===== config.mk =====
export PLATFORM = sky130hd
export DESIGN_NAME = flat_json_key_int_scanner_flat
export DESIGN_NICKNAME = d
export VERILOG_FILES = /design/src/design/fjks_pkg.sv /design/src/design/fjks_req_if.sv /design/src/design/fjks_rsp_if.sv /design/src/design/fjks_ram.sv /design/src/design/flat_json_key_int_scanner.sv /design/src/flat_wrapper.sv
export SDC_FILE = /design/constraint.sdc
export NUM_CORES = 1
export LEC_CHECK = 0
export ABC_AREA = 1
export BUFFER_PORTS_ARGS = -buffer_cell sky130_fd_sc_hd__buf_2
export CAP_MARGIN = 20
export CORE_ASPECT_RATIO = 0.9
export CORE_MARGIN = 4
export CORE_UTILIZATION = 60
export CTS_CLUSTER_SIZE = 20
export DETAILED_ROUTE_END_ITERATION = 12
export GPL_ROUTABILITY_DRIVEN = 0
export PLACE_DENSITY = 0.81
export SYNTH_ARGS = -nofsm -noshare
export SYNTH_HDL_FRONTEND = slang
export SYNTH_SLANG_ARGS = --single-unit

===== constraint.sdc =====
create_clock -name clock -period 8.14 [get_ports clock]
set_input_delay 1.628 -clock clock [delete_from_list [all_inputs] [get_ports clock]]
set_output_delay 1.628 -clock clock [all_outputs]
set_load 0.005 [all_outputs]

===== src/design/fjks_pkg.sv =====
`timescale 1ns / 1ps
// ----------------------------------------------------------------------------
// fjks_pkg
// Types and character constants shared by the flat key/integer scanner.
// ----------------------------------------------------------------------------
package fjks_pkg;

   typedef enum logic [2:0] {
      PH_BRACE = 3'd0,
      PH_QUOTE = 3'd1,
      PH_KEY   = 3'd2,
      PH_COLON = 3'd3,
      PH_VALUE = 3'd4,
      PH_DONE  = 3'd5
   } scan_phase_type;

   typedef enum logic [1:0] {
      VP_SKIP   = 2'd0,
      VP_DIGITS = 2'd1,
      VP_STOP   = 2'd2
   } value_phase_type;

   typedef enum logic [1:0] {
      CTL_SCAN = 2'd0,
      CTL_READ = 2'd1,
      CTL_OUT  = 2'd2
   } ctl_state_type;

   localparam logic [7:0] CH_BRACE_OPEN  = 8'h7B;
   localparam logic [7:0] CH_QUOTE       = 8'h22;
   localparam logic [7:0] CH_COLON       = 8'h3A;
   localparam logic [7:0] CH_COMMA       = 8'h2C;
   localparam logic [7:0] CH_BRACE_CLOSE = 8'h7D;
   localparam logic [7:0] CH_PLUS        = 8'h2B;
   localparam logic [7:0] CH_MINUS       = 8'h2D;
   localparam logic [7:0] CH_SPACE       = 8'h20;
   localparam logic [7:0] CH_TAB         = 8'h09;
   localparam logic [7:0] CH_CR          = 8'h0D;
   localparam logic [7:0] CH_DIGIT_0     = 8'h30;
   localparam logic [7:0] CH_DIGIT_9     = 8'h39;

   localparam logic [31:0] MAG_LIMIT = 32'h8000_0000;
   localparam logic [31:0] POS_MAX   = 32'h7FFF_FFFF;

endpackage


===== src/design/fjks_req_if.sv =====
`timescale 1ns / 1ps
// ----------------------------------------------------------------------------
// fjks_req_if
// Input byte channel: valid/ready handshake with one text byte.
// ----------------------------------------------------------------------------
interface fjks_req_if;
   logic       valid;
   logic       ready;
   logic [7:0] byte_in;

   modport source (output valid, output byte_in, input ready);
   modport sink (input valid, input byte_in, output ready);
endinterface


===== src/design/fjks_rsp_if.sv =====
`timescale 1ns / 1ps
// ----------------------------------------------------------------------------
// fjks_rsp_if
// Result channel: one key byte per transaction, value on the last one.
// ----------------------------------------------------------------------------
interface fjks_rsp_if;
   logic               valid;
   logic               ready;
   logic [7:0]         key_char;
   logic               key_char_valid;
   logic signed [31:0] pair_value;
   logic               key_truncated;
   logic               value_clipped;
   logic               last_of_pair;

   modport source (output valid, output key_char, output key_char_valid,
                   output pair_value, output key_truncated, output value_clipped,
                   output last_of_pair, input ready);
   modport sink (input valid, input key_char, input key_char_valid,
                 input pair_value, input key_truncated, input value_clipped,
                 input last_of_pair, output ready);
endinterface


===== src/design/fjks_ram.sv =====
`timescale 1ns / 1ps
// ----------------------------------------------------------------------------
// fjks_ram
// Generic single-write, single-read RAM with a registered read port.
// ----------------------------------------------------------------------------
module fjks_ram #(
   parameter int WIDTH = 8,
   parameter int DEPTH = 10,
   localparam int AW = (DEPTH > 1) ? $clog2(DEPTH) : 1
) (
   input  logic             clock,
   input  logic             wr_en,
   input  logic [AW-1:0]    wr_addr,
   input  logic [WIDTH-1:0] wr_data,
   input  logic             rd_en,
   input  logic [AW-1:0]    rd_addr,
   output logic [WIDTH-1:0] rd_data
);

   logic [WIDTH-1:0] mem_ff [DEPTH];
   logic [WIDTH-1:0] rd_data_ff;

   always_ff @(posedge clock) begin
      if (wr_en) begin
         mem_ff[wr_addr] <= wr_data;
      end
      if (rd_en) begin
         rd_data_ff <= mem_ff[rd_addr];
      end
   end

   assign rd_data = rd_data_ff;

endmodule


===== src/design/flat_json_key_int_scanner.sv =====
`timescale 1ns / 1ps
// A closing ',' or '}' starts a readout of the key buffer RAM: for each key
// byte a RAM read, then an output register load that waits while the result
// channel stalls; there is at least one result, and no input byte is taken
// until the readout ends.
// Reset: synchronous; clears phases, counts, flags and the output valid.
// ----------------------------------------------------------------------------
// flat_json_key_int_scanner
// Scans a flat object of quoted keys with integer values, one byte per
// transaction, and emits each key as a run of results ending with its value.
// The key buffer RAM is not cleared; only written entries ever reach the output.
// ----------------------------------------------------------------------------
module flat_json_key_int_scanner #(
   parameter int MAX_CHARS = 10
) (
   input logic       clock,
   input logic       reset,
   fjks_req_if.sink  req_chan,
   fjks_rsp_if.source rsp_chan
);
   import fjks_pkg::*;

   localparam int AW = (MAX_CHARS > 1) ? $clog2(MAX_CHARS) : 1;
   localparam int CW = $clog2(MAX_CHARS + 1);
   localparam logic [CW-1:0] MAX_CNT = CW'(MAX_CHARS);

   scan_phase_type  phase_ff, phase_in;
   value_phase_type vphase_ff, vphase_in;
   ctl_state_type   ctl_state_ff, ctl_state_in;

   logic [CW-1:0] key_count_ff, key_count_in;
   logic [CW-1:0] vcount_ff, vcount_in;
   logic [CW-1:0] emit_idx_ff, emit_idx_in;
   logic          value_neg_ff, value_neg_in;
   logic [31:0]   mag_ff, mag_in;
   logic          key_ovf_ff, key_ovf_in;
   logic          value_ovf_ff, value_ovf_in;

   logic          rsp_valid_ff, rsp_valid_in;
   logic [7:0]    rsp_char_ff;
   logic          rsp_char_valid_ff;
   logic [31:0]   rsp_value_ff;
   logic          rsp_trunc_ff;
   logic          rsp_clip_ff;
   logic          rsp_last_ff;

   logic          req_fire;
   logic          start_emit;
   logic          emit_done;
   logic          out_load;
   logic          emit_last;
   logic          rd_en;
   logic          wr_en;
   logic [7:0]    rd_data;
   logic [7:0]    byte_c;
   logic          is_digit;
   logic          is_space;
   logic [35:0]   mag_ext;
   logic [35:0]   prod;
   logic [31:0]   value_final;
   logic          value_sat;
   logic [CW-1:0] emit_count;

   fjks_ram #(
      .WIDTH(8),
      .DEPTH(MAX_CHARS)
   ) u_key_ram (
      .clock  (clock),
      .wr_en  (wr_en),
      .wr_addr(key_count_ff[AW-1:0]),
      .wr_data(byte_c),
      .rd_en  (rd_en),
      .rd_addr(emit_idx_ff[AW-1:0]),
      .rd_data(rd_data)
   );

   assign req_chan.ready = (ctl_state_ff == CTL_SCAN);
   assign req_fire       = req_chan.valid & req_chan.ready;
   assign byte_c         = req_chan.byte_in;

   assign is_digit = (byte_c >= CH_DIGIT_0) && (byte_c <= CH_DIGIT_9);
   assign is_space = (byte_c == CH_SPACE) || ((byte_c >= CH_TAB) && (byte_c <= CH_CR));
   assign mag_ext  = {4'd0, mag_ff};
   assign prod     = (mag_ext << 3) + (mag_ext << 1) + {32'd0, byte_c[3:0]};

   // final value: negate the magnitude, or saturate a positive overflow
   always_comb begin
      value_sat = 1'b0;
      if (value_neg_ff) begin
         value_final = 32'd0 - mag_ff;
      end else if (mag_ff > POS_MAX) begin
         value_final = POS_MAX;
         value_sat   = 1'b1;
      end else begin
         value_final = mag_ff;
      end
   end

   assign emit_count = (key_count_ff != '0) ? key_count_ff : CW'(1);
   assign emit_last  = ((emit_idx_ff + CW'(1)) == emit_count);
   assign out_load   = (ctl_state_ff == CTL_OUT) && (!rsp_valid_ff || rsp_chan.ready);

   // scan datapath
   always_comb begin
      phase_in     = phase_ff;
      vphase_in    = vphase_ff;
      key_count_in = key_count_ff;
      vcount_in    = vcount_ff;
      value_neg_in = value_neg_ff;
      mag_in       = mag_ff;
      key_ovf_in   = key_ovf_ff;
      value_ovf_in = value_ovf_ff;
      wr_en        = 1'b0;
      start_emit   = 1'b0;

      if (req_fire) begin
         case (phase_ff)
            PH_BRACE: begin
               if (byte_c == CH_BRACE_OPEN) phase_in = PH_QUOTE;
            end
            PH_QUOTE: begin
               if (byte_c == CH_QUOTE) phase_in = PH_KEY;
            end
            PH_KEY: begin
               if (byte_c == CH_QUOTE) begin
                  phase_in = PH_COLON;
               end else if (key_count_ff < MAX_CNT) begin
                  wr_en        = 1'b1;
                  key_count_in = key_count_ff + CW'(1);
               end else begin
                  key_ovf_in = 1'b1;
               end
            end
            PH_COLON: begin
               if (byte_c == CH_COLON) phase_in = PH_VALUE;
            end
            PH_VALUE: begin
               if (byte_c == CH_COMMA || byte_c == CH_BRACE_CLOSE) begin
                  // hold pair state until the readout finishes
                  start_emit = 1'b1;
                  phase_in   = (byte_c == CH_COMMA) ? PH_QUOTE : PH_DONE;
               end else if (vcount_ff >= MAX_CNT) begin
                  value_ovf_in = 1'b1;
               end else begin
                  vcount_in = vcount_ff + CW'(1);
                  case (vphase_ff)
                     VP_SKIP: begin
                        if (is_space) begin
                           vphase_in = VP_SKIP;
                        end else if (byte_c == CH_PLUS || byte_c == CH_MINUS) begin
                           value_neg_in = (byte_c == CH_MINUS);
                           vphase_in    = VP_DIGITS;
                        end else if (is_digit) begin
                           vphase_in = VP_DIGITS;
                           if (prod > {4'd0, MAG_LIMIT}) begin
                              mag_in       = MAG_LIMIT;
                              value_ovf_in = 1'b1;
                           end else begin
                              mag_in = prod[31:0];
                           end
                        end else begin
                           vphase_in = VP_STOP;
                        end
                     end
                     VP_DIGITS: begin
                        if (is_digit) begin
                           if (prod > {4'd0, MAG_LIMIT}) begin
                              mag_in       = MAG_LIMIT;
                              value_ovf_in = 1'b1;
                           end else begin
                              mag_in = prod[31:0];
                           end
                        end else begin
                           vphase_in = VP_STOP;
                        end
                     end
                     default: ;
                  endcase
               end
            end
            default: ;
         endcase
      end

      // drop the pair once its last result is loaded
      if (emit_done) begin
         vphase_in    = VP_SKIP;
         key_count_in = '0;
         vcount_in    = '0;
         value_neg_in = 1'b0;
         mag_in       = '0;
         key_ovf_in   = 1'b0;
         value_ovf_in = 1'b0;
      end
   end

   always_ff @(posedge clock) begin
      if (reset) begin
         ctl_state_ff <= CTL_SCAN;
      end else begin
         ctl_state_ff <= ctl_state_in;
      end
   end

   // readout sequencer
   always_comb begin
      ctl_state_in = ctl_state_ff;
      emit_idx_in  = emit_idx_ff;
      rd_en        = 1'b0;
      emit_done    = 1'b0;
      case (ctl_state_ff)
         CTL_SCAN: begin
            if (start_emit) begin
               ctl_state_in = CTL_READ;
               emit_idx_in  = '0;
            end
         end
         CTL_READ: begin
            rd_en        = 1'b1;
            ctl_state_in = CTL_OUT;
         end
         CTL_OUT: begin
            if (out_load) begin
               if (emit_last) begin
                  emit_done    = 1'b1;
                  ctl_state_in = CTL_SCAN;
               end else begin
                  emit_idx_in  = emit_idx_ff + CW'(1);
                  ctl_state_in = CTL_READ;
               end
            end
         end
         default: begin
            ctl_state_in = CTL_SCAN;
         end
      endcase
   end

   assign rsp_valid_in = out_load | (rsp_valid_ff & ~rsp_chan.ready);

   always_ff @(posedge clock) begin
      if (reset) begin
         phase_ff     <= PH_BRACE;
         vphase_ff    <= VP_SKIP;
         key_count_ff <= '0;
         vcount_ff    <= '0;
         emit_idx_ff  <= '0;
         value_neg_ff <= 1'b0;
         mag_ff       <= '0;
         key_ovf_ff   <= 1'b0;
         value_ovf_ff <= 1'b0;
         rsp_valid_ff <= 1'b0;
      end else begin
         phase_ff     <= phase_in;
         vphase_ff    <= vphase_in;
         key_count_ff <= key_count_in;
         vcount_ff    <= vcount_in;
         emit_idx_ff  <= emit_idx_in;
         value_neg_ff <= value_neg_in;
         mag_ff       <= mag_in;
         key_ovf_ff   <= key_ovf_in;
         value_ovf_ff <= value_ovf_in;
         rsp_valid_ff <= rsp_valid_in;
      end
   end

   always_ff @(posedge clock) begin
      if (out_load) begin
         rsp_char_ff       <= (key_count_ff != '0) ? rd_data : 8'd0;
         rsp_char_valid_ff <= (key_count_ff != '0);
         rsp_value_ff      <= emit_last ? value_final : 32'd0;
         rsp_trunc_ff      <= key_ovf_ff;
         rsp_clip_ff       <= value_ovf_ff | value_sat;
         rsp_last_ff       <= emit_last;
      end
   end

   assign rsp_chan.valid          = rsp_valid_ff;
   assign rsp_chan.key_char       = rsp_char_ff;
   assign rsp_chan.key_char_valid = rsp_char_valid_ff;
   assign rsp_chan.pair_value     = $signed(rsp_value_ff);
   assign rsp_chan.key_truncated  = rsp_trunc_ff;
   assign rsp_chan.value_clipped  = rsp_clip_ff;
   assign rsp_chan.last_of_pair   = rsp_last_ff;

   a_key_count_bound: assert property (@(posedge clock) disable iff (reset)
      (key_count_ff <= MAX_CNT) && (vcount_ff <= MAX_CNT))
      else $error("pair counter past buffer size");

   a_emit_from_value: assert property (@(posedge clock) disable iff (reset)
      (ctl_state_ff == CTL_SCAN && ctl_state_in == CTL_READ) |=>
         (phase_ff == PH_QUOTE || phase_ff == PH_DONE))
      else $error("readout started outside a value terminator");

   a_pair_cleared: assert property (@(posedge clock) disable iff (reset)
      emit_done |=> (ctl_state_ff == CTL_SCAN && key_count_ff == '0 && mag_ff == '0
                     && rsp_valid_ff && rsp_last_ff))
      else $error("pair state not cleared after last result");

   a_emit_index: assert property (@(posedge clock) disable iff (reset)
      (ctl_state_ff != CTL_SCAN) |-> (emit_idx_ff < emit_count))
      else $error("readout index beyond key length");

endmodule

===== src/flat_wrapper.sv =====
// flat-port wrapper written by rule: the top's interface ports become plain ports
module flat_json_key_int_scanner_flat import fjks_pkg::*;
#(
   parameter int MAX_CHARS = 10
)
  (clock, reset, req_chan_valid, req_chan_byte_in, req_chan_ready, rsp_chan_valid, rsp_chan_key_char, rsp_chan_key_char_valid, rsp_chan_pair_value, rsp_chan_key_truncated, rsp_chan_value_clipped, rsp_chan_last_of_pair, rsp_chan_ready);
  fjks_req_if req_chan_i ();
  fjks_rsp_if rsp_chan_i ();
  input logic clock;
  input logic reset;
  input wire logic [$bits(req_chan_i.valid)-1:0] req_chan_valid;
  input wire logic [$bits(req_chan_i.byte_in)-1:0] req_chan_byte_in;
  output wire logic [$bits(req_chan_i.ready)-1:0] req_chan_ready;
  output wire logic [$bits(rsp_chan_i.valid)-1:0] rsp_chan_valid;
  output wire logic [$bits(rsp_chan_i.key_char)-1:0] rsp_chan_key_char;
  output wire logic [$bits(rsp_chan_i.key_char_valid)-1:0] rsp_chan_key_char_valid;
  output wire logic [$bits(rsp_chan_i.pair_value)-1:0] rsp_chan_pair_value;
  output wire logic [$bits(rsp_chan_i.key_truncated)-1:0] rsp_chan_key_truncated;
  output wire logic [$bits(rsp_chan_i.value_clipped)-1:0] rsp_chan_value_clipped;
  output wire logic [$bits(rsp_chan_i.last_of_pair)-1:0] rsp_chan_last_of_pair;
  input wire logic [$bits(rsp_chan_i.ready)-1:0] rsp_chan_ready;
  assign req_chan_i.valid = req_chan_valid;
  assign req_chan_i.byte_in = req_chan_byte_in;
  assign req_chan_ready = req_chan_i.ready;
  assign rsp_chan_valid = rsp_chan_i.valid;
  assign rsp_chan_key_char = rsp_chan_i.key_char;
  assign rsp_chan_key_char_valid = rsp_chan_i.key_char_valid;
  assign rsp_chan_pair_value = rsp_chan_i.pair_value;
  assign rsp_chan_key_truncated = rsp_chan_i.key_truncated;
  assign rsp_chan_value_clipped = rsp_chan_i.value_clipped;
  assign rsp_chan_last_of_pair = rsp_chan_i.last_of_pair;
  assign rsp_chan_i.ready = rsp_chan_ready;
  flat_json_key_int_scanner #(.MAX_CHARS(MAX_CHARS)) u_core (.clock(clock), .reset(reset), .req_chan(req_chan_i), .rsp_chan(rsp_chan_i));
endmodule

==> results.txt, run 1 <==
Routed length per placed instance -> 16.04 um
Drt drc -> 0
CTS sink count -> 187
Hold path cells -> 0
Number of buffers created by CTS -> 17
Seq/Total Area, Yosys -> 44.67%
Initial antenna violation count -> 0
Total track usage -> 26.42%
Post-route ant nets -> 0
Cell taking the most area after synthesis -> edfxtp_1
Die H -> 138.4 um
Min cycle time layout -> 4.532 ns
Min-Delay Path Class -> reg2reg
1st-iter DRT viols -> 1,245
Pwr Density -> 161.8 nW/um^2
Tcrit/Tclk final -> 55.68%
Ys flop type -> edfxtp_1
Max FO, Critical Path -> 28
IO Count -> 58
Layout net count -> 1,581
Met2 GRT Util -> 37.72%
GR Overflow Total -> 0
P&R area growth vs syn -> 10.32%
Syn_area_per_cell -> 7.878 um^2
Design area -> 12,510 um^2
Synth Instances -> 1,439
Final TNS setup -> 0 ns
Post-CTS Hold Buffers -> 0
DR vias/cell -> 5.746
Final Hold Viols -> 0
DP Area -> 11,910 um^2
Met3 Track Usage GR -> 6.031%
Startpoint types -> input port
WS Path Type -> in2reg
Largest net degree at the start of global routing -> 65
Setup repair after global routing missed its margin -> no
Slew HR -> 39.97%
Met1 GRT Util -> 41.18%
Initial Utilization -> 61.40%
Max Freq -> 0.2206 GHz
Worst Max-Slew Pin Slew -> 0.8971 ns
Yosys warning total -> 0
Peak supply drop -> 0.0001140 V
Post-synth EDFFs -> 132
Core Footprint -> 18,470 um^2
Rows -> 47
Clk root buf -> clkbuf_16
Design Power -> 2024 uW
Post-synth net total -> 1,524
Post-CTS sizing -> 0
# port buffers -> 57
Post-CTS setup buffers -> 0
Detailed Routing Iterations Pass 1 -> 7
Max_cap viols -> 0
WL final -> 28.13 mm
Clk Latency, worst-skew pair -> 0.43 ns
P_leak -> 0.005694 uW
Post-synthesis async set-or-reset flop share -> 0%
Layout cells sized above 1 -> 9.145%
H-tree Lvls -> 4
Crit. End Element -> flip-flop
CTS max path bufs -> 2
Top post-synthesis cells by area -> edfxtp_1 (35%), nand2_1 (11%), dfxtp_1 (9.7%)
Slew Viols, Final -> 0
Synth Cell Area -> 11,340 um^2
Worst EP required -> 8.50 ns
Worst EP arrival -> 4.89 ns
Yosys top cell area share -> 34.96%
CTS tree -> built
Global-route wire length before repair -> 45.73 mm
Hpwl dp -> 20.80 mm
Die area -> 21,160 um^2
Vias in the first global route -> 8,951
FF+latch count, synth -> 187
Filler cells -> 1,463
Grt peak-use layer -> met1
Final hold slack -> 0.4609 ns
CTS clock-pin slew for the worst setup and hold paths -> 0.07 ns
Die Wd -> 152.9 um
Vias -> 10,079
Worst Skew -> 0.01043 ns
Final setup violating endpoints -> 0
Outcome -> finished clean
Synth cell types -> 47
Reg2reg path depth -> 20
# diodes -> 0
## Yosys cell counts, drive strengths merged (2+ instances only)
cell / number
xnor2: 3
a21oi: 83
nand3: 61
clkinv: 2
nand3b: 4
o21ai: 115
ha: 71
clkbuf: 28
nand4: 17
or2: 8
nor4: 5
a31oi: 19
nor2: 175
o31ai: 4
o21bai: 5
a311oi: 2
buf: 7
dfxtp: 55
inv: 214
o211ai: 3
nor3: 31
nand2: 332
o22ai: 24
o221ai: 2
fa: 2
a211oi: 17
edfxtp: 132
and2: 3
xor2: 11
## registers in the layout (all words and copies together) (netlist names), 4 cells and up
signal,cells
u_core.emit_idx_ff,4
u_core.key_count_ff,4
u_core.mag_ff,32
u_core.rsp_chan.key_char,8
u_core.rsp_chan.pair_value,32
u_core.u_key_ram.mem_ff,80
u_core.u_key_ram.rd_data,8
u_core.vcount_ff,4
## worst paths after layout
check                                          from                       endpoint  slack, ns
worst max-delay path            req_chan_byte_in[3]              u_core.mag_ff[21]       3.61
worst min-delay path              u_core.key_ovf_ff  u_core.rsp_chan.key_truncated       0.46
worst max register to register     u_core.mag_ff[0]              u_core.mag_ff[21]       4.59
worst min register to register    u_core.key_ovf_ff  u_core.rsp_chan.key_truncated       0.46
## through the flow
stage          utilization [%]  cells  setup WS [ns]
2_1_floorplan                -   1439          3.522
3_3_place_gp             64.47   1721          3.359
3_5_place_dp             64.50   1722          3.237
4_1_cts                  67.73   1754          3.688
5_1_grt                  67.73   1754          3.328
6_report                 67.73   1754          3.608
## layer usage
layer	up-vias	share of wire [%]
li1	4924	-
met5	-	0
met1	4607	46
met3	28	12
met4	0	1.1
met2	520	41
## worst max-delay path, cell delays in order
cell and delay (ns):
buf_2 0.22, inv_1 0.12, fa_1 0.61, inv_1 0.06
ha_1 0.30, nand2_1 0.08, a21oi_1 0.31, nand3_1 0.16
nand3_1 0.18, nand2_1 0.12, nand2_1 0.08, nand2_1 0.05
nor2_1 0.11, nand3_1 0.08, nor2_1 0.09, nand2_1 0.06
nand2_1 0.07, nand2_2 0.11, clkinv_4 0.20, nand2_1 0.11
a21oi_1 0.16
## power breakdown
part           leakage, uW  switching (uW)  total [uW]  internal, uW
combinational      0.00374             108         155          46.7
clock             0.000290             384         827           443
sequential         0.00167            12.2        1040          1030
total              0.00569             504        2020          1520
## layout by cell type (no fill, tap or decap), types with 10 or more instances in the layout
| cell | count |
|---|---|
| buf_2 | 58 |
| o21ai_0 | 109 |
| dfxtp_1 | 55 |
| a21oi_2 | 10 |
| o22ai_1 | 24 |
| a211oi_1 | 17 |
| inv_1 | 212 |
| nor3_1 | 26 |
| xor2_1 | 11 |
| nand2_1 | 329 |
| a21oi_1 | 73 |
| nor2_1 | 169 |
| clkbuf_16 | 17 |
| edfxtp_1 | 132 |
| a31oi_1 | 19 |
| nand4_1 | 17 |
| nand3_1 | 57 |
| ha_1 | 71 |
| buf_4 | 15 |
## cell type report
type	count	area [um^2]	share of cell area, %
Clock inverter	14	157.7	1.261
Timing Repair Buffer	73	402.9	3.221
Multi-Input combinational cell	1001	5320	42.54
Clock buffer	18	439.2	3.511
Tap cell	245	306.5	2.451
Inverter	216	815.8	6.523
Sequential cell	187	5065	40.50
## kinds of logic after synthesis
group / Yosys count / share of synthesized area (%)
DFF: 187 / 44.68
xor gates and xnor gates: 14 / 1.082
and+or+nand+nor: 637 / 23.57
buffers and inverters: 251 / 8.520
AOI/OAI and AO/OA: 277 / 13.96
adders and majority gates: 73 / 8.189
Power figures use the tool's default switching activity.
==> run 2: changes to the inputs <==
--- a/config.mk
+++ b/config.mk
@@ -5,16 +5,16 @@
 export SDC_FILE = /design/constraint.sdc
 export NUM_CORES = 1
 export LEC_CHECK = 0
-export ABC_AREA = 1
+export ABC_AREA = 0
 export BUFFER_PORTS_ARGS = -buffer_cell sky130_fd_sc_hd__buf_2
 export CAP_MARGIN = 20
 export CORE_ASPECT_RATIO = 0.9
 export CORE_MARGIN = 4
-export CORE_UTILIZATION = 60
+export CORE_UTILIZATION = 56
 export CTS_CLUSTER_SIZE = 20
 export DETAILED_ROUTE_END_ITERATION = 12
 export GPL_ROUTABILITY_DRIVEN = 0
-export PLACE_DENSITY = 0.81
+export PLACE_DENSITY = 0.8
 export SYNTH_ARGS = -nofsm -noshare
 export SYNTH_HDL_FRONTEND = slang
 export SYNTH_SLANG_ARGS = --single-unit
==> constraint.sdc (replaced) <==
create_clock -name clock -period 3.95 [get_ports clock]
set_input_delay 0.79 -clock clock [delete_from_list [all_inputs] [get_ports clock]]
set_output_delay 0.79 -clock clock [all_outputs]
set_load 0.005 [all_outputs]
==> run 2 against run 1 <==
Net effect:
- largest cell class unchanged
- clock power increased by 110%
- sequential share of layout area decreased by 1.4 points
- register-to-register slack got worse by 4.7 ns
- sequential cell count unchanged
- the run now ends with design-rule violations, negative setup slack left
- total power increased by 90%
- design area increased by 3.6%
- cell count decreased by 17%
- global-route usage about the same
- routed wire length increased by 2.2%
- via count decreased by 7.5%
- core utilization decreased by 0.11 points
- synthesized cell count decreased by 27%
==> results.txt, run 2 <==
Ys flop type -> edfxtp_1
Clk root buf -> clkbuf_16
Met3 Track Usage GR -> 6.302% (+0.27 points)
Cell Chain, Critical Path -> buf_8, inv_8, fa_2, inv_2, ha_4, a21o_1, nand4_1, a211oi_2, a31oi_2, a221oi_2, nand3b_1, or4b_4, and4b_2, o211ai_4, buf_4, o21ai_2
Syn_area_per_cell -> 10.38 um^2 (+32%)
Cell taking the most area after synthesis -> edfxtp_1
Die H -> 140.3 um (+1.3%)
Design Power -> 3842 uW (+90%)
Layout net count -> 1,278 (-19%)
CTS clock-pin slew for the worst setup and hold paths -> 0.07 ns (about the same)
Vias -> 9,324 (-7.5%)
Final hold slack -> 0.4358 ns (-0.02506 ns)
Worst EP required -> 4.32 ns (-4.18 ns)
Max_cap viols -> 0 (unchanged)
Worst EP arrival -> 4.43 ns (-0.46 ns)
Top post-synthesis cells by area -> edfxtp_1 (36%), dfxtp_1 (10%), ha_1 (8.3%)
P&R area growth vs syn -> 19.04%
Synth top cells by count -> edfxtp_1 (132), nor2_1 (93), nand2_1 (85)
Post-synth EDFFs -> 132 (unchanged)
Startpoint types -> input port
CP max-delay cell -> fa_2
Met1 GRT Util -> 38.98% (-2.2 points)
WL final -> 28.74 mm (+2.2%)
Max Freq -> 0.2463 GHz
Worst Skew -> 0.01078 ns (+0.0003532 ns)
IO Count -> 58 (unchanged)
Synth cell types -> 72 (+53%)
Hpwl dp -> 20.64 mm (-0.78%)
Pwr Density -> 296.6 nW/um^2 (+83%)
CTS max path bufs -> 2 (unchanged)
Post-CTS Hold Buffers -> 0 (unchanged)
FF+latch count, synth -> 187 (unchanged)
Detailed Routing Iterations Pass 1 -> 9 (+2)
Worst Max-Slew Pin Slew -> 0.8282 ns (-0.06893 ns)
Post-route ant nets -> 0 (unchanged)
Min cycle time layout -> 4.061 ns
Clk Latency, worst-skew pair -> 0.44 ns (about the same)
Seq/Total Area, Yosys -> 46.54% (+1.9 points)
Initial Utilization -> 56.81% (-4.6 points)
Logic gate share of total power -> 1.6% (-6.1 points)
Initial antenna violation count -> 0 (unchanged)
# port buffers -> 57 (unchanged)
Post-synth net total -> 1,134 (-26%)
Die Wd -> 154.9 um (+1.3%)
# diodes -> 0 (unchanged)
Internal Power -> 2953 uW (+94%)
Slew Viols, Final -> 0 (unchanged)
Drt drc -> 1 (+1)
Largest register FFs -> 80 (unchanged)
Setup repair after global routing missed its margin -> yes
Tcrit/Tclk final -> 102.8%
Synth Instances -> 1,048 (-27%)
Routed length per placed instance -> 19.75 um (+23%)
Crit. End Element -> flip-flop
H-tree Lvls -> 4 (unchanged)
Vias in the first global route -> 8,657 (-3.3%)
Yosys warning total -> 0 (unchanged)
Reg power frac -> 54.2% (+2.7 points)
Sw power -> 889.0 uW (+76%)
Clock share of power -> 44.1% (+3.2 points)
Largest net degree at the start of global routing -> 46 (-29%)
Total track usage -> 26.47% (+0.043 points)
Synth Cell Area -> 10,880 um^2 (-4.0%)
Core Footprint -> 19,160 um^2 (+3.8%)
Final Hold Viols -> 0 (unchanged)
Count leader, synth -> edfxtp_1
Final worst setup slack -> -0.1108 ns (-3.718 ns)
Most common cell after layout, fill and taps aside -> edfxtp_1
CTS tree -> built
Final setup violating endpoints -> 24 (+24)
Most frequent cells in the layout -> edfxtp_1 (132), buf_4 (120), nor2_1 (92)
Met2 GRT Util -> 39.92% (+2.2 points)
Yosys top cell area share -> 36.42% (+1.5 points)
Grt peak-use layer -> met2
Crit path largest cell delay -> 0.56 ns (-0.05 ns)
Failing checks -> design-rule violations, negative setup slack
WS Path Type -> in2reg
Switching share of power -> 23.14% (-1.8 points)
Top register by number of flip-flops -> u_core.u_key_ram.mem_ff
Global-route wire length before repair -> 45.95 mm (+0.47%)
CTS sink count -> 187 (unchanged)
Max FO, Critical Path -> 5 (-82%)
GR Overflow Total -> 0 (unchanged)
Post-synthesis async set-or-reset flop share -> 0% (unchanged)
Layout cells sized above 1 -> 24.40% (+15 points)
Rows -> 48 (+2.1%)
Min-Delay Path Class -> reg2reg
1st-iter DRT viols -> 1,059 (-15%)
Outcome -> finished, violations left
Slew HR -> 44.59% (+4.6 points)
Peak supply drop -> 0.0002900 V (+150%)
Number of buffers created by CTS -> 17 (unchanged)
DR vias/cell -> 6.408 (+12%)
P_leak -> 0.005106 uW (-10%)
Die area -> 21,730 um^2 (+2.7%)
run 2: cell count changes after synthesis, sizes merged, moves of 23 or more:
| cell | change |
|---|---|
| a211oi | +30 |
| nor2b | +23 |
| nor2 | -80 |
| nand2 | -247 |
| o21ai | -62 |
| o22ai | -23 |
| inv | -187 |
| a21oi | -25 |
| nand3 | -40 |
run 2: layout make-up:
cell class,count,area [um^2]
inverter,27,108.9
clock buffer,17,425.4
multi-input combinational,779,5615
timing repair buffer,180,1255
tap,250,312.8
sequential,187,5067
fill,1327,6203
clock inverter,15,170.2
run 2: cell families (layout without fill, tap and decap cells):
family          Yosys count  in the layout  share of synthesized area, %
simple gates            375            375                         17.29
compound gates          275            275                         17.75
flops                   187            187                         46.54
buf+inv                  82            239                         3.093
fa+ha+maj                74             74                         8.646
mux                      32             32                         4.829
xor+xnor                 23             23                         1.851
run 2: path summary, 6_finish.rpt:
kind	startpoint	endpoint	slack [ns]	cells past startpoint
max	req_chan_byte_in[3]	u_core.mag_ff[27]	-0.11	16
min	u_core.key_ovf_ff	u_core.rsp_chan.key_truncated	0.44	0
max reg2reg	u_core.mag_ff[2]	u_core.mag_ff[27]	-0.07	15
min reg2reg	u_core.key_ovf_ff	u_core.rsp_chan.key_truncated	0.44	0
run 2: routing by layer:
layer	routed length [um]	part of all wire [%]
met1	12220	43
met2	13080	46
met3	2976	10
met4	462	1.6
met5	0	0
run 2: power by group through the flow:
stage | Combinational (uW) | Sequential [uW] | Clock, uW
after CTS | 60.8 | 2080 | 1700
after floorplan | 22.7 | 2130 | 0
after detailed placement | 58.3 | 2130 | 0
final | 62.9 | 2080 | 1700
after global placement | 56.9 | 2130 | 0
after global routing | 68.9 | 2080 | 1800
run 2: through the flow:
stage | area [um^2] | setup TNS [ns] | setup slack [ns] | utilization [%] | instances
6_report | 12950 | -1.904 | -0.1108 | 67.62 | 1455
2_1_floorplan | 10930 | -3.407 | -0.2967 | - | 1048
3_3_place_gp | 12190 | -14.41 | -0.5759 | 63.62 | 1417
4_1_cts | 12870 | -0.009352 | -0.009150 | 67.20 | 1452
5_1_grt | 12950 | -6.269 | -0.2817 | 67.62 | 1455
3_5_place_dp | 12190 | -16.89 | -0.6579 | 63.62 | 1417
run 2: worst max-delay path: cells and delay by family:
kind                       cells  cell delay [ns]
AOI/OAI and AO/OA              6             1.18
adders and majority gates      2             0.81
buffers and inverters          4             0.36
and+or+nand+nor                4             1.31
run 2: what timing repair did:
item | in CTS | in global routing
endpoints found under the setup margin | 29 | 29
pin swaps | 9 | 7
setup buffers | 2 | 3
resized for setup | 14 | 20
cloned | 1 | 0
==> run 3: changes to the inputs <==
--- a/config.mk
+++ b/config.mk
@@ -15,6 +15,7 @@
 export DETAILED_ROUTE_END_ITERATION = 12
 export GPL_ROUTABILITY_DRIVEN = 0
 export PLACE_DENSITY = 0.8
+export REMOVE_ABC_BUFFERS = 1
 export SYNTH_ARGS = -nofsm -noshare
 export SYNTH_HDL_FRONTEND = slang
 export SYNTH_SLANG_ARGS = --single-unit
==> run 3 against run 2 <==
Net effect:
- the run ends with negative setup slack left
- cell count rose by 1.4%
- first-iteration DRC count rose by 23%
- global-route usage rose by 1.3 points
- critical endpoint is now u_core.value_ovf_ff
- largest power group unchanged
- highest routed layer unchanged
==> results.txt, run 3 (synthesis gave the netlist of run 2 again) <==
Outcome -> finished, violations left
Failing checks -> negative setup slack
Post-route ant nets -> 0 (unchanged)
WL final -> 31.06 mm (+8.1%)
Most frequent cells in the layout -> buf_4 (135), edfxtp_1 (132), nor2_1 (91)
GR Overflow Total -> 0 (unchanged)
Rows -> 48 (unchanged)
Top register by number of flip-flops -> u_core.u_key_ram.mem_ff
CTS clock-pin slew for the worst setup and hold paths -> 0.08 ns (about the same)
Final hold slack -> 0.4450 ns (+0.009202 ns)
Global-route wire length before repair -> 48.02 mm (+4.5%)
Filler cells -> 1,339 (+0.90%)
Vias -> 9,664 (+3.6%)
Die Wd -> 154.9 um (unchanged)
Clk root buf -> clkbuf_16
P&R area growth vs syn -> 21.43%
Reg area -> 5069 um^2 (about the same)
Clk Latency, worst-skew pair -> 0.45 ns (about the same)
CTS tree -> built
Place WS -> -0.8560 ns (-0.1981 ns)
Hpwl dp -> 20.83 mm (+0.91%)
Routed length per placed instance -> 21.06 um (+6.6%)
CTS sink count -> 187 (unchanged)
Most common cell after layout, fill and taps aside -> buf_4
Cell Chain, Critical Path -> buf_8, inv_4, fa_1, inv_1, ha_1, a21o_1, nand4_1, buf_4, a21oi_1, nor2_1, xnor2_1, nor4b_2, or4b_1, and4b_2, buf_6, nor2_2, o41a_1
H-tree Lvls -> 4 (unchanged)
# diodes -> 0 (unchanged)
Drt drc -> 0 (-1)
Crit. End Element -> flip-flop
Worst EP required -> 4.29 ns (-0.03 ns)
Vias in the first global route -> 8,978 (+3.7%)
Largest register FFs -> 80 (unchanged)
Slew HR -> 48.73% (+4.1 points)
Layout cells sized above 1 -> 25.80% (+1.4 points)
Max_cap viols -> 0 (unchanged)
Pwr Density -> 299.3 nW/um^2 (+0.94%)
Final Hold Viols -> 0 (unchanged)
# port buffers -> 57 (unchanged)
Startpoint types -> input port
Design Power -> 3956 uW (+3.0%)
Post-CTS Hold Buffers -> 0 (unchanged)
P_leak -> 0.005254 uW (+2.9%)
Worst Max-Slew Pin Slew -> 0.7680 ns (-0.06020 ns)
Max FO, Critical Path -> 5 (unchanged)
Die H -> 140.3 um (unchanged)
Detailed Routing Iterations Pass 1 -> 7 (-2)
Slew Viols, Final -> 0 (unchanged)
Crit path largest cell delay -> 0.54 ns (-0.02 ns)
Initial antenna violation count -> 0 (unchanged)
Total track usage -> 27.78% (+1.3 points)
WS Path Type -> in2reg
DR vias/cell -> 6.552 (+2.2%)
Core Footprint -> 19,160 um^2 (unchanged)
1st-iter DRT viols -> 1,305 (+23%)
Worst Skew -> 0.01335 ns (+0.002568 ns)
Worst EP arrival -> 4.63 ns (+0.20 ns)
Final setup violating endpoints -> 30 (+25%)
Die area -> 21,730 um^2 (unchanged)
Number of buffers created by CTS -> 17 (unchanged)
Largest net degree at the start of global routing -> 46 (unchanged)
Max Freq -> 0.2328 GHz (-5.4%)
CTS max path bufs -> 2 (unchanged)
Setup repair after global routing missed its margin -> yes
Tcrit/Tclk final -> 108.7% (+5.9 points)
Min-Delay Path Class -> reg2reg
Min cycle time layout -> 4.295 ns (+0.2340 ns)
Area of the multi-input gates -> 5668 um^2 (+0.94%)
Initial Utilization -> 56.81% (unchanged)
CP max-delay cell -> fa_1
IO Count -> 58 (unchanged)
Peak supply drop -> 0.0001979 V (-32%)
Final worst setup slack -> -0.3447 ns (-0.2340 ns)
Layout net count -> 1,298 (+1.6%)
run 3: final timing paths:
path         slack, ns                            end  cells past startpoint           startpoint
max              -0.34            u_core.value_ovf_ff                     17  req_chan_byte_in[3]
min               0.44  u_core.rsp_chan.key_truncated                      0    u_core.key_ovf_ff
max reg2reg      -0.27            u_core.value_ovf_ff                     16     u_core.mag_ff[0]
min reg2reg       0.44  u_core.rsp_chan.key_truncated                      0    u_core.key_ovf_ff
run 3: area by class of cell:
class,instances,area share [%]
Inverter,27,0.7858
Tap cell,250,2.367
Clock buffer,18,3.323
Sequential cell,187,38.35
Timing Repair Buffer,200,10.94
Multi-Input combinational cell,779,42.89
Clock inverter,14,1.335
run 3: metrics by stage:
step,utilization [%],instances,setup TNS [ns],area [um^2]
2_1_floorplan,-,993,-25.34,10650
3_3_place_gp,63.81,1425,-18.40,12220
3_5_place_dp,63.95,1426,-22.63,12250
4_1_cts,68.04,1468,-0.3553,13040
5_1_grt,68.98,1475,-10.37,13220
6_report,68.98,1475,-8.572,13220
run 3: report_power, final:
group          total [uW]  switching [uW]  internal, uW  leakage (uW)
logic                65.2            46.1          19.0       0.00341
clock network        1810             831           977      0.000301
registers            2080           0.150          2080       0.00154
run 3: timing repair:
action	CTS	global route
gates cloned	0	1
setup endpoints to repair	30	33
pin swaps	15	19
gates resized for setup	42	24
buffers inserted	10	6
run 3: per-layer routing:
layer	wire length [um]	GRT usage, %	vias up	share of wire [%]
met5	0	0	-	0
met4	928	8.829	0	3.0
met3	3394	5.622	106	11
met2	13900	42.76	609	45
met1	12840	39.81	4603	41
li1	-	-	4346	-
run 3: critical path: cells and delay by family:
kind / cells / cell delay [ns]
AOI/OAI and AO/OA: 3 / 0.77
xor gates and xnor gates: 1 / 0.22
adders and majority gates: 2 / 0.82
buffers and inverters: 5 / 0.52
and+or+nand+nor: 6 / 1.50
